===== config.mk =====
export PLATFORM = sky130hd
export DESIGN_NAME = quiescent_grace_period_tracker_core_flat
export DESIGN_NICKNAME = d
export VERILOG_FILES = /design/src/rtl/qgp_pkg.sv /design/src/rtl/qgp_req_if.sv /design/src/rtl/qgp_rsp_if.sv /design/src/rtl/qgp_in_stage.sv /design/src/rtl/qgp_engine.sv /design/src/rtl/qgp_out_stage.sv /design/src/rtl/quiescent_grace_period_tracker_core.sv /design/src/flat_wrapper.sv
export SDC_FILE = /design/constraint.sdc
export NUM_CORES = 1
export LEC_CHECK = 0
export BUFFER_PORTS_ARGS = -buffer_cell sky130_fd_sc_hd__buf_2
export CORE_MARGIN = 5
export CORE_UTILIZATION = 60
export CTS_CLUSTER_SIZE = 8
export DETAILED_ROUTE_END_ITERATION = 16
export GPL_ROUTABILITY_DRIVEN = 0
export PLACE_DENSITY = 0.76
export SLEW_MARGIN = 10
export SYNTH_ARGS = -nofsm -noshare
export SYNTH_HDL_FRONTEND = slang
export SYNTH_HIERARCHICAL = 1
export SYNTH_SLANG_ARGS = --single-unit

===== constraint.sdc =====
create_clock -name clock -period 10.7 [get_ports clock]
set_input_delay 0.535 -clock clock [delete_from_list [all_inputs] [get_ports clock]]
set_output_delay 0.535 -clock clock [all_outputs]
set_load 0.02 [all_outputs]

===== src/rtl/qgp_pkg.sv =====
`timescale 1ns / 1ps
// ----------------------------------------------------------------------------
// Grace-period tracker package
// Shared types and constants of the quiescent grace-period tracker.
// ----------------------------------------------------------------------------
package qgp_pkg;

   localparam int FUNC_WIDTH     = 2;
   localparam int TID_WIDTH      = 3;
   localparam int ACTIVE_WIDTH   = 4;
   localparam int STATUS_WIDTH   = 3;
   localparam int RELEASED_WIDTH = 16;
   localparam int PENDING_WIDTH  = 18;

   localparam logic [ACTIVE_WIDTH-1:0] ACTIVE_RESET = 4'd8;
   localparam logic [ACTIVE_WIDTH-1:0] ROUND_MAX    = 4'd15;
   localparam logic [ACTIVE_WIDTH-1:0] ROUND_ONE    = 4'd1;

   typedef enum logic [FUNC_WIDTH-1:0] {
      FUNC_QUIESCE = 2'd0,
      FUNC_RETIRE  = 2'd1,
      FUNC_REINIT  = 2'd2
   } func_type;

   typedef enum logic [1:0] {
      PHASE_NOT_ENTERED = 2'd0,
      PHASE_ENTERED     = 2'd1,
      PHASE_DONE        = 2'd2
   } phase_type;

   typedef enum logic [STATUS_WIDTH-1:0] {
      STATUS_RELEASED = 3'd0,
      STATUS_WAITING  = 3'd1,
      STATUS_RECORDED = 3'd2,
      STATUS_FULL     = 3'd3,
      STATUS_REINIT   = 3'd4
   } status_type;

   typedef struct packed {
      logic [FUNC_WIDTH-1:0] func;
      logic [TID_WIDTH-1:0]  thread_id;
      logic                  blocking;
   } req_type;

   typedef struct packed {
      logic [STATUS_WIDTH-1:0]   status;
      logic [RELEASED_WIDTH-1:0] released_count;
      logic [PENDING_WIDTH-1:0]  pending_count;
      logic                      round_closed;
      logic                      retry_now;
   } rsp_type;

endpackage


===== src/rtl/qgp_req_if.sv =====
`timescale 1ns / 1ps
// ----------------------------------------------------------------------------
// Request channel
// Valid/ready channel that carries one request transaction.
// ----------------------------------------------------------------------------
interface qgp_req_if;
   import qgp_pkg::*;

   logic                  valid;
   logic                  ready;
   logic [FUNC_WIDTH-1:0] func;
   logic [TID_WIDTH-1:0]  thread_id;
   logic                  blocking;

   modport source (output valid, output func, output thread_id, output blocking,
                   input ready);
   modport sink (input valid, input func, input thread_id, input blocking,
                 output ready);
endinterface


===== src/rtl/qgp_rsp_if.sv =====
`timescale 1ns / 1ps
// ----------------------------------------------------------------------------
// Response channel
// Valid/ready channel that carries one response transaction.
// ----------------------------------------------------------------------------
interface qgp_rsp_if;
   import qgp_pkg::*;

   logic                      valid;
   logic                      ready;
   logic [STATUS_WIDTH-1:0]   status;
   logic [RELEASED_WIDTH-1:0] released_count;
   logic [PENDING_WIDTH-1:0]  pending_count;
   logic                      round_closed;
   logic                      retry_now;

   modport source (output valid, output status, output released_count,
                   output pending_count, output round_closed, output retry_now,
                   input ready);
   modport sink (input valid, input status, input released_count,
                 input pending_count, input round_closed, input retry_now,
                 output ready);
endinterface


===== src/rtl/qgp_in_stage.sv =====
`timescale 1ns / 1ps
// ----------------------------------------------------------------------------
// Request register
// Holds one accepted request until the engine takes it.
// ----------------------------------------------------------------------------
module qgp_in_stage (
   input  logic             clock,
   input  logic             reset,
   input  logic             in_valid,
   output logic             in_ready,
   input  qgp_pkg::req_type in_item,
   input  logic             take,
   output logic             held_valid,
   output qgp_pkg::req_type held_item
);
   import qgp_pkg::*;

   logic    valid_ff, valid_in;
   req_type item_ff;

   assign in_ready   = !valid_ff || take;
   assign held_valid = valid_ff;
   assign held_item  = item_ff;

   always_comb begin
      valid_in = valid_ff;
      if (in_ready) begin
         valid_in = in_valid;
      end
   end

   always_ff @(posedge clock) begin
      if (reset) begin
         valid_ff <= 1'b0;
      end else begin
         valid_ff <= valid_in;
      end
   end

   always_ff @(posedge clock) begin
      if (in_ready && in_valid) begin
         item_ff <= in_item;
      end
   end
endmodule


===== src/rtl/qgp_engine.sv =====
`timescale 1ns / 1ps
// ----------------------------------------------------------------------------
// Grace-period engine
// Per-thread phases and generation counts, round counters, and the
// combinational update that one request transaction causes.
// ----------------------------------------------------------------------------
module qgp_engine #(
   parameter int THREADS     = 8,
   parameter int COUNT_WIDTH = 16
) (
   input  logic                                clock,
   input  logic                                reset,
   input  logic                                csr_we,
   input  logic [qgp_pkg::ACTIVE_WIDTH-1:0]    csr_wdata,
   input  qgp_pkg::req_type                    item,
   input  logic                                take,
   output qgp_pkg::rsp_type                    result
);
   import qgp_pkg::*;

   localparam int ID_SPACE = 1 << TID_WIDTH;
   localparam int SLOTS    = (THREADS < ID_SPACE) ? THREADS : ID_SPACE;
   localparam int IW       = (SLOTS > 1) ? $clog2(SLOTS) : 1;
   localparam int CW       = COUNT_WIDTH;
   localparam logic [CW-1:0] COUNT_MAX = '1;

   phase_type              phase_ff  [SLOTS];
   phase_type              phase_in  [SLOTS];
   logic [CW-1:0]          newest_ff [SLOTS];
   logic [CW-1:0]          newest_in [SLOTS];
   logic [CW-1:0]          middle_ff [SLOTS];
   logic [CW-1:0]          middle_in [SLOTS];
   logic [CW-1:0]          oldest_ff [SLOTS];
   logic [CW-1:0]          oldest_in [SLOTS];
   logic [ACTIVE_WIDTH-1:0] active_ff, active_in;
   logic [ACTIVE_WIDTH-1:0] remaining_ff, remaining_in;
   logic [ACTIVE_WIDTH-1:0] entered_ff, entered_in;

   logic                   tid_valid;
   logic                   participant;
   logic [IW-1:0]          idx;
   logic [CW-1:0]          cur_n, cur_m, cur_o;
   logic [CW-1:0]          n_nx, m_nx, o_nx, rel;
   logic [CW:0]            merge_sum;
   logic [CW-1:0]          merge_sat;
   logic [ACTIVE_WIDTH-1:0] entered_inc;
   logic [CW+1:0]          total;
   logic [CW+PENDING_WIDTH+1:0] pending_wide;
   logic [CW+RELEASED_WIDTH-1:0] released_wide;
   status_type             status;
   logic                   closed;
   logic                   retry;

   assign tid_valid   = (int'(item.thread_id) < THREADS);
   assign participant = tid_valid && ({1'b0, item.thread_id} < active_ff);
   assign idx         = tid_valid ? IW'(item.thread_id) : '0;
   assign cur_n       = newest_ff[idx];
   assign cur_m       = middle_ff[idx];
   assign cur_o       = oldest_ff[idx];
   assign merge_sum   = {1'b0, cur_m} + {1'b0, cur_n};
   assign merge_sat   = merge_sum[CW] ? COUNT_MAX : merge_sum[CW-1:0];
   assign entered_inc = (entered_ff < ROUND_MAX) ? entered_ff + ROUND_ONE : entered_ff;

   always_comb begin
      phase_in     = phase_ff;
      newest_in    = newest_ff;
      middle_in    = middle_ff;
      oldest_in    = oldest_ff;
      remaining_in = remaining_ff;
      entered_in   = entered_ff;
      n_nx         = cur_n;
      m_nx         = cur_m;
      o_nx         = cur_o;
      rel          = '0;
      status       = STATUS_WAITING;
      closed       = 1'b0;
      retry        = 1'b0;
      priority if (item.func == FUNC_RETIRE) begin
         if (tid_valid && cur_n != COUNT_MAX) begin
            n_nx   = cur_n + CW'(1);
            status = STATUS_RECORDED;
         end else begin
            status = STATUS_FULL;
         end
      end else if (item.func == FUNC_REINIT) begin
         for (int i = 0; i < SLOTS; i++) begin
            phase_in[i] = PHASE_NOT_ENTERED;
         end
         remaining_in = active_ff;
         entered_in   = '0;
         status       = STATUS_REINIT;
      end else if (item.func == FUNC_QUIESCE && participant) begin
         unique case (phase_ff[idx])
            PHASE_DONE: begin
               rel           = cur_o;
               o_nx          = cur_m;
               m_nx          = '0;
               phase_in[idx] = PHASE_NOT_ENTERED;
               status        = STATUS_RELEASED;
            end
            PHASE_ENTERED: begin
               retry = item.blocking;
            end
            default: begin
               n_nx       = '0;
               entered_in = entered_inc;
               if (remaining_ff <= ROUND_ONE) begin
                  remaining_in = entered_inc;
                  entered_in   = '0;
                  for (int i = 0; i < SLOTS; i++) begin
                     if (i < int'(active_ff)) begin
                        phase_in[i] = PHASE_DONE;
                     end
                  end
                  rel           = cur_o;
                  o_nx          = merge_sat;
                  m_nx          = '0;
                  phase_in[idx] = PHASE_NOT_ENTERED;
                  status        = STATUS_RELEASED;
                  closed        = 1'b1;
               end else begin
                  m_nx          = merge_sat;
                  remaining_in  = remaining_ff - ROUND_ONE;
                  phase_in[idx] = PHASE_ENTERED;
                  retry         = item.blocking;
               end
            end
         endcase
      end else begin
         status = STATUS_WAITING;
      end
      if (tid_valid) begin
         newest_in[idx] = n_nx;
         middle_in[idx] = m_nx;
         oldest_in[idx] = o_nx;
      end
   end

   assign total         = {2'b0, n_nx} + {2'b0, m_nx} + {2'b0, o_nx};
   assign pending_wide  = {{PENDING_WIDTH{1'b0}}, total};
   assign released_wide = {{RELEASED_WIDTH{1'b0}}, rel};

   always_comb begin
      result.status         = status;
      result.released_count = released_wide[RELEASED_WIDTH-1:0];
      result.pending_count  = tid_valid ? pending_wide[PENDING_WIDTH-1:0] : '0;
      result.round_closed   = closed;
      result.retry_now      = retry;
   end

   always_comb begin
      active_in = active_ff;
      if (csr_we) begin
         active_in = csr_wdata;
      end
   end

   always_ff @(posedge clock) begin
      if (reset) begin
         active_ff    <= ACTIVE_RESET;
         remaining_ff <= ACTIVE_RESET;
         entered_ff   <= '0;
         for (int i = 0; i < SLOTS; i++) begin
            phase_ff[i]  <= PHASE_NOT_ENTERED;
            newest_ff[i] <= '0;
            middle_ff[i] <= '0;
            oldest_ff[i] <= '0;
         end
      end else begin
         active_ff <= active_in;
         if (take) begin
            remaining_ff <= remaining_in;
            entered_ff   <= entered_in;
            phase_ff     <= phase_in;
            newest_ff    <= newest_in;
            middle_ff    <= middle_in;
            oldest_ff    <= oldest_in;
         end
      end
   end
endmodule


===== src/rtl/qgp_out_stage.sv =====
`timescale 1ns / 1ps
// ----------------------------------------------------------------------------
// Response register
// Holds one finished response until the sink takes it.
// ----------------------------------------------------------------------------
module qgp_out_stage (
   input  logic             clock,
   input  logic             reset,
   input  logic             load,
   input  qgp_pkg::rsp_type load_item,
   output logic             can_load,
   output logic             out_valid,
   input  logic             out_ready,
   output qgp_pkg::rsp_type out_item
);
   import qgp_pkg::*;

   logic    valid_ff, valid_in;
   rsp_type item_ff;

   assign can_load  = !valid_ff || out_ready;
   assign out_valid = valid_ff;
   assign out_item  = item_ff;

   always_comb begin
      valid_in = valid_ff;
      if (can_load) begin
         valid_in = load;
      end
   end

   always_ff @(posedge clock) begin
      if (reset) begin
         valid_ff <= 1'b0;
      end else begin
         valid_ff <= valid_in;
      end
   end

   always_ff @(posedge clock) begin
      if (load) begin
         item_ff <= load_item;
      end
   end
endmodule


===== src/rtl/quiescent_grace_period_tracker_core.sv =====
`timescale 1ns / 1ps
// ----------------------------------------------------------------------------
// Quiescent grace-period tracker
// Counts retired nodes per thread in three generations and runs a fuzzy
// barrier that tells each thread when its oldest generation may be freed.
// ----------------------------------------------------------------------------
// The tracker accepts one request transaction per cycle while the response side
// is not stalled, and returns exactly one response transaction for each. A
// request waits in an input register, the per-thread state and round counters
// update in the cycle in which it leaves that register, and the response is
// held in an output register, so a stalled response does not stop the next
// request from being accepted into the input register. All state is cleared
// directly by reset; no clearing pass is needed. A write of active_threads
// reaches the round counter only at the next reinitialize.
module quiescent_grace_period_tracker_core #(
   parameter int THREADS     = 8,
   parameter int COUNT_WIDTH = 16
) (
   input  logic                             clock,
   input  logic                             reset,
   qgp_req_if.sink                          req_ch,
   qgp_rsp_if.source                        rsp_ch,
   input  logic                             csr_we,
   input  logic [qgp_pkg::ACTIVE_WIDTH-1:0] csr_wdata
);
   import qgp_pkg::*;

   req_type in_item;
   req_type held_item;
   rsp_type result;
   rsp_type out_item;
   logic    held_valid;
   logic    can_load;
   logic    take;

   assign in_item.func      = req_ch.func;
   assign in_item.thread_id = req_ch.thread_id;
   assign in_item.blocking  = req_ch.blocking;
   assign take              = held_valid && can_load;

   qgp_in_stage u_in (
      .clock      (clock),
      .reset      (reset),
      .in_valid   (req_ch.valid),
      .in_ready   (req_ch.ready),
      .in_item    (in_item),
      .take       (take),
      .held_valid (held_valid),
      .held_item  (held_item)
   );

   qgp_engine #(
      .THREADS     (THREADS),
      .COUNT_WIDTH (COUNT_WIDTH)
   ) u_engine (
      .clock     (clock),
      .reset     (reset),
      .csr_we    (csr_we),
      .csr_wdata (csr_wdata),
      .item      (held_item),
      .take      (take),
      .result    (result)
   );

   qgp_out_stage u_out (
      .clock     (clock),
      .reset     (reset),
      .load      (take),
      .load_item (result),
      .can_load  (can_load),
      .out_valid (rsp_ch.valid),
      .out_ready (rsp_ch.ready),
      .out_item  (out_item)
   );

   assign rsp_ch.status         = out_item.status;
   assign rsp_ch.released_count = out_item.released_count;
   assign rsp_ch.pending_count  = out_item.pending_count;
   assign rsp_ch.round_closed   = out_item.round_closed;
   assign rsp_ch.retry_now      = out_item.retry_now;
endmodule


===== src/flat_wrapper.sv =====
// flat-port wrapper written by rule: the top's interface ports become plain ports
module quiescent_grace_period_tracker_core_flat import qgp_pkg::*;
#(
   parameter int THREADS     = 8,
   parameter int COUNT_WIDTH = 16
)
  (clock, reset, csr_we, csr_wdata, req_ch_valid, req_ch_func, req_ch_thread_id, req_ch_blocking, req_ch_ready, rsp_ch_valid, rsp_ch_status, rsp_ch_released_count, rsp_ch_pending_count, rsp_ch_round_closed, rsp_ch_retry_now, rsp_ch_ready);
  qgp_req_if req_ch_i ();
  qgp_rsp_if rsp_ch_i ();
  input  logic clock;
  input  logic reset;
  input  logic csr_we;
  input  logic [qgp_pkg::ACTIVE_WIDTH-1:0] csr_wdata;
  input wire logic [$bits(req_ch_i.valid)-1:0] req_ch_valid;
  input wire logic [$bits(req_ch_i.func)-1:0] req_ch_func;
  input wire logic [$bits(req_ch_i.thread_id)-1:0] req_ch_thread_id;
  input wire logic [$bits(req_ch_i.blocking)-1:0] req_ch_blocking;
  output wire logic [$bits(req_ch_i.ready)-1:0] req_ch_ready;
  output wire logic [$bits(rsp_ch_i.valid)-1:0] rsp_ch_valid;
  output wire logic [$bits(rsp_ch_i.status)-1:0] rsp_ch_status;
  output wire logic [$bits(rsp_ch_i.released_count)-1:0] rsp_ch_released_count;
  output wire logic [$bits(rsp_ch_i.pending_count)-1:0] rsp_ch_pending_count;
  output wire logic [$bits(rsp_ch_i.round_closed)-1:0] rsp_ch_round_closed;
  output wire logic [$bits(rsp_ch_i.retry_now)-1:0] rsp_ch_retry_now;
  input wire logic [$bits(rsp_ch_i.ready)-1:0] rsp_ch_ready;
  assign req_ch_i.valid = req_ch_valid;
  assign req_ch_i.func = req_ch_func;
  assign req_ch_i.thread_id = req_ch_thread_id;
  assign req_ch_i.blocking = req_ch_blocking;
  assign req_ch_ready = req_ch_i.ready;
  assign rsp_ch_valid = rsp_ch_i.valid;
  assign rsp_ch_status = rsp_ch_i.status;
  assign rsp_ch_released_count = rsp_ch_i.released_count;
  assign rsp_ch_pending_count = rsp_ch_i.pending_count;
  assign rsp_ch_round_closed = rsp_ch_i.round_closed;
  assign rsp_ch_retry_now = rsp_ch_i.retry_now;
  assign rsp_ch_i.ready = rsp_ch_ready;
  quiescent_grace_period_tracker_core #(.THREADS(THREADS), .COUNT_WIDTH(COUNT_WIDTH)) u_core (.clock(clock), .reset(reset), .req_ch(req_ch_i), .rsp_ch(rsp_ch_i), .csr_we(csr_we), .csr_wdata(csr_wdata));
endmodule

### Word-level counts from Yosys, hierarchy flattened

Cells that the tools add are included.

* add/sub/neg operators: 6
* multiply operators: 0
* divide/modulo/power cells: 0
* magnitude comparators: 13
* eq/ne operators: 7
* shifts and indexed selects: 0
* muxes and demuxes: 107
* bitwise logic cells: 9
* reduce and logical (&&, ||, !) cells: 15

Operators by type and width (count)
* 2-to-1 mux 16 bit: 25
* bitwise mux 128 bit: 3
* binary-select mux 16 bit (select 3 bit): 3
* one-hot mux 16 bit (2 select lines): 4
* 2-to-1 mux 2 bit: 51
* demux 16 bit (select 3 bit): 1
* 2-to-1 mux 4 bit: 9
* adder 16 x 16 -> 17 bit: 2
* bitwise AND 16 bit: 2
* adder 17 x 16 -> 18 bit: 1
* adder 16 x 1 -> 16 bit (second input constant): 1
* < comparator 3 x 4 -> 1 bit (first input constant): 4
* != test 16 bit (second input constant): 1
* inverter 16 bit: 1
* 2-to-1 mux 3 bit: 3
* bitwise AND 8 bit: 1
* < comparator 1 x 4 -> 1 bit (first input constant): 2
* < comparator 2 x 4 -> 1 bit (first input constant): 2
* inverter 8 bit: 1
* bitwise OR 8 bit: 1
* AND reduction 4 bit: 2
* binary-select mux 2 bit (select 3 bit): 1
* demux 2 bit (select 3 bit): 1
* OR reduction 5 bit: 1
* 22 further kinds: 34

* register bits after elaboration: 459
* latch bits: 0
* memory bits (writable): 0
* memory bits (read-only): 0
* input port bits: 15
* output and inout bits: 41
* word-level logic and storage cells: 202
* memories kept: 0

### Depth between registers and ports, before layout

* word-level depth: 15
* mapped depth: 31
* gate-level depth less buffers: 23

### Hierarchy

Netlist, hierarchy kept.

Modules (own cells, without submodules)
* qgp_engine: instances 1, cells an instance 2607, area an instance 21715.8 um^2, seq. area each 8247.9 um^2
* qgp_out_stage: instances 1, cells an instance 43, area an instance 1217.4 um^2, seq. area each 1191.1 um^2
* qgp_in_stage: instances 1, cells an instance 11, area an instance 235.2 um^2, seq. area each 200.2 um^2
* quiescent_grace_period_tracker_core: instances 1, cells an instance 1, area an instance 6.3 um^2, seq. area each 0.0 um^2

### Worst setup path after synthesis

Ideal clock, no wire load.

* path type: reg2reg
* start point: reg u_core.u_in.item_ff (netlist bit u_core/u_in/held_item[3])
* end point: reg u_core.u_out.item_ff (netlist bit u_core/u_out/out_item[19]), data pin
* library setup time: 0.256 ns
* arrival time: 6.684 ns
* data required time: 10.444 ns
* path slack: 3.760 ns
* stages on the path, launching flop included: 27
* path buffers: 5
* period minus slack after synthesis: 6.940 ns
* path through: edfxtp_1 buf_2 buf_4 buf_4 buf_2 nor3b_1 clkbuf_1 a2111oi_0 nand3_1 fa_1 a211oi_1 o21ai_1 a2111oi_0 o21a_1 nor2_1 o21ai_1 inv_1 fa_1 ha_1 fa_1 a21o_1 a21oi_1 o2111ai_1 a21o_1 o41ai_1 o21bai_1 a41o_1

RTL lines
* start: declaration: RTL line qgp_in_stage.sv:19 `req_type item_ff;`
* start signal: assignment: RTL line qgp_in_stage.sv:42 `item_ff <= in_item;`
* end signal: assignment: RTL line qgp_out_stage.sv:42 `item_ff <= load_item;`
* end: declaration: RTL line qgp_out_stage.sv:19 `rsp_type item_ff;`

==> impl_metrics.env <==
export IMPL_grt_max_degree=175
export IMPL_rsz0062_at_grt="no"
export IMPL_drtIter0Drc=3334
export IMPL_ys_types=98
export IMPL_num_rows=72
export IMPL_core_region_area_sq_mm=0.0385
export IMPL_num_nets_final=2674
export IMPL_cp_cell_sequence="buf_4 -> nor2b_1 -> a221oi_1 -> o21ai_2 -> ha_1 -> fa_1 -> a211oi_1 -> o21ai_1 -> a211o_1 -> a31o_2 -> o22a_2 -> o21ai_1 -> and2_1 -> fa_1 -> inv_1 -> fa_1 -> a21o_1 -> a21oi_1 -> o2111ai_1 -> a21o_1 -> o41ai_1 -> o21bai_1 -> a41o_1"
export IMPL_die_h_microns=207
export IMPL_cellInternalPower_w=0.00315
export IMPL_status="finished, final reports clean"
export IMPL_die_x_microns=207
export IMPL_die_area_sq_mm=0.0427
export IMPL_startpoint_type="flop"
export IMPL_fin_worst_skew_ps=17.6
export IMPL_async_flop_share=0
export IMPL_synth_ff_type="dfxtp_1"
export IMPL_ys_top_cells_by_area="dfxtp_1, nor2_1, edfxtp_1, a211oi_1, a311oi_1"
export IMPL_yosysTopAreaCellShare=0.358
export IMPL_ctsHoldBuffers=0
export IMPL_drv_cap=0
export IMPL_final_common_cell="nor2_1"
export IMPL_avgSynthCellArea_sq_um=8.71
export IMPL_final_max_slew_viol_count=0
export IMPL_floorplan_io_pins=56
export IMPL_layout_drive_gt1_share=0.0997
export IMPL_combPwrFrac=0.112
export IMPL_dpl_hpwl_microns=50500
export IMPL_grt_pass1_vias=20700
export IMPL_layout_common_cells="nor2_1, dfxtp_1, nand2_1"
export IMPL_numCtsBuffers=67
export IMPL_ys_ff_latch=459
export IMPL_period_share=0.844
export IMPL_ir_drop_v=0.000126
export IMPL_placed_cells=3051
export IMPL_vias_per_cell=7.08
export IMPL_antenna_found_initial=0
export IMPL_htree_levels=3
export IMPL_stdcell_count=3146
export IMPL_synth_edff_count=45
export IMPL_cp_slowest_stage_delay_ps=940
export IMPL_worst_pin_slew_ps=1220
export IMPL_critPathTopFamily="compound AO/OA/AOI/OAI gates"
export IMPL_finalSetupViolations=0
export IMPL_cts_sinks=459
export IMPL_synth_largest_area_cell="dfxtp_1"
export IMPL_vias=22300
export IMPL_post_route_drc_count=0
export IMPL_grtUsageTotal=0.359
export IMPL_cts_resized=0
export IMPL_ant_nets=0
export IMPL_grt_pass1_wl_microns=120000
export IMPL_fmax_mhz=111
export IMPL_crit_path_top_delay_cell="o22a_2"
export IMPL_initial_utilization=0.602
export IMPL_finalHoldViolCount=0
export IMPL_seq_power_share=0.428
export IMPL_syn_to_final_growth_pct=10.0
export IMPL_cts_buffer_depth=3
export IMPL_firstDrtPassIters=6
export IMPL_yosysSeqAreaShare=0.416
export IMPL_critPathBufInv=2
export IMPL_fin_tns_setup_ps=0
export IMPL_period_needed_ps=9040
export IMPL_wl_microns=79200
export IMPL_worstPathRequired_ps=11040
export IMPL_post_cts_repair_setup_buffers=0
export IMPL_critPathKind="reg -> reg"
export IMPL_slew_headroom=0.187
export IMPL_cp_common_cell="fa_1"
export IMPL_path_clk_slew_ps=50
export IMPL_min_path_type="in -> reg"
export IMPL_tritoncts="done"
export IMPL_path_max_fanout=69
export IMPL_switching_share=0.261
export IMPL_p_switching_w=0.00111
export IMPL_p_leak_nw=8.89
export IMPL_io_buffers=55
export IMPL_power_density_mw_per_mm2=167
export IMPL_clock_power_share=0.460
export IMPL_routedWlPerCell_microns=25.2
export IMPL_syn_inst=2662
export IMPL_arrival_ps=9380
export IMPL_synth_fp_nets=2734
export IMPL_grt_overflow=0
export IMPL_synth_warnings=6
export IMPL_syn_cell_area_sq_mm=0.0232
export IMPL_cp_end_kind="flop"
export IMPL_root_buffer="clkbuf_16"
export IMPL_clock_latency_ps=590
-- cell usage after synthesis (all sizes together), types with 32 or more instances --
| cell | instances |
|---|---|
| a311oi | 129 |
| a211oi | 169 |
| nand2 | 218 |
| ha | 39 |
| inv | 59 |
| a21oi | 108 |
| clkbuf | 185 |
| o21ai | 157 |
| nor3b | 35 |
| buf | 43 |
| nor3 | 39 |
| dfxtp | 414 |
| a22oi | 90 |
| a31oi | 50 |
| edfxtp | 45 |
| a221oi | 32 |
| nor2 | 421 |
-- path summary, 6_finish.rpt --
path,startpoint,to,slack [ps],cells past startpoint
setup / recovery,u_core/u_in/held_item[1]$_DFFE_PP_,u_core/u_out/out_item[19]$_DFFE_PP_,1660,23
hold reg to reg,u_core/u_engine/oldest_ff[69]$_SDFFE_PP0P_,u_core/u_engine/oldest_ff[69]$_SDFFE_PP0P_,460,2
hold / removal,req_ch_func[1],u_core/u_in/held_item[5]$_DFFE_PP_,130,1
setup reg to reg,u_core/u_in/held_item[1]$_DFFE_PP_,u_core/u_out/out_item[19]$_DFFE_PP_,1660,23
-- cell families after synthesis --
group / Yosys count / synth area share
buf+inv: 289 / 0.0505
mux: 62 / 0.0393
fa+ha+maj: 57 / 0.0366
compound gates: 879 / 0.270
flops: 459 / 0.416
xor+xnor: 21 / 0.00794
simple gates: 895 / 0.180
-- final cells by class --
type	instances	area [sq um]
fill	3111	13000
multi-input combinational	1914	12400
sequential	459	9640
clock buffer	93	1900
timing repair buffer	99	653
tap	518	648
inverter	61	229
clock inverter	1	6.26
antenna	1	2.50
-- metrics by stage --
stage / hold slack [ps] / setup WS, ps / area, sq um / utilization / total power (W)
final: 132 / 1660 / 25500 / 0.663 / 0.00426
after global routing: 130 / 1170 / 25500 / 0.663 / 0.00438
after CTS: 110 / 2010 / 25500 / 0.662 / 0.00425
after detailed placement: 459 / 2020 / 23600 / 0.613 / 0.00231
after global placement: 451 / 2290 / 23600 / 0.613 / 0.00230
after floorplan: 441 / 3760 / 23200 / - / 0.00216
-- state kept, by name, indices dropped and copies added (netlist names) --
signal / cells
u_core/u_engine/phase_ff: 16
u_core/u_engine/remaining_ff: 4
u_core/u_engine/oldest_ff: 128
u_core/u_in/held_valid: 1
u_core/u_engine/entered_ff: 4
u_core/u_engine/newest_ff: 128
u_core/u_engine/active_ff: 4
u_core/u_out/out_valid: 1
u_core/u_in/held_item: 6
u_core/u_engine/middle_ff: 128
u_core/u_out/out_item: 39
-- power groups by stage --
stage	registers, W	logic (W)	clock network [W]
after global routing	0.00182	0.000504	0.00205
after floorplan	0.00186	0.000306	0
after global placement	0.00185	0.000448	0
after detailed placement	0.00185	0.000457	0
final	0.00182	0.000478	0.00196
after CTS	0.00182	0.000460	0.00197
-- per-layer routing --
layer	global-route usage	share of wire	vias up
met5	0	0	-
met4	0.221	0.066	0
met3	0.0781	0.12	337
met2	0.533	0.43	1637
met1	0.479	0.38	10500
li1	-	-	9806
(Power assumes the default switching activity.)
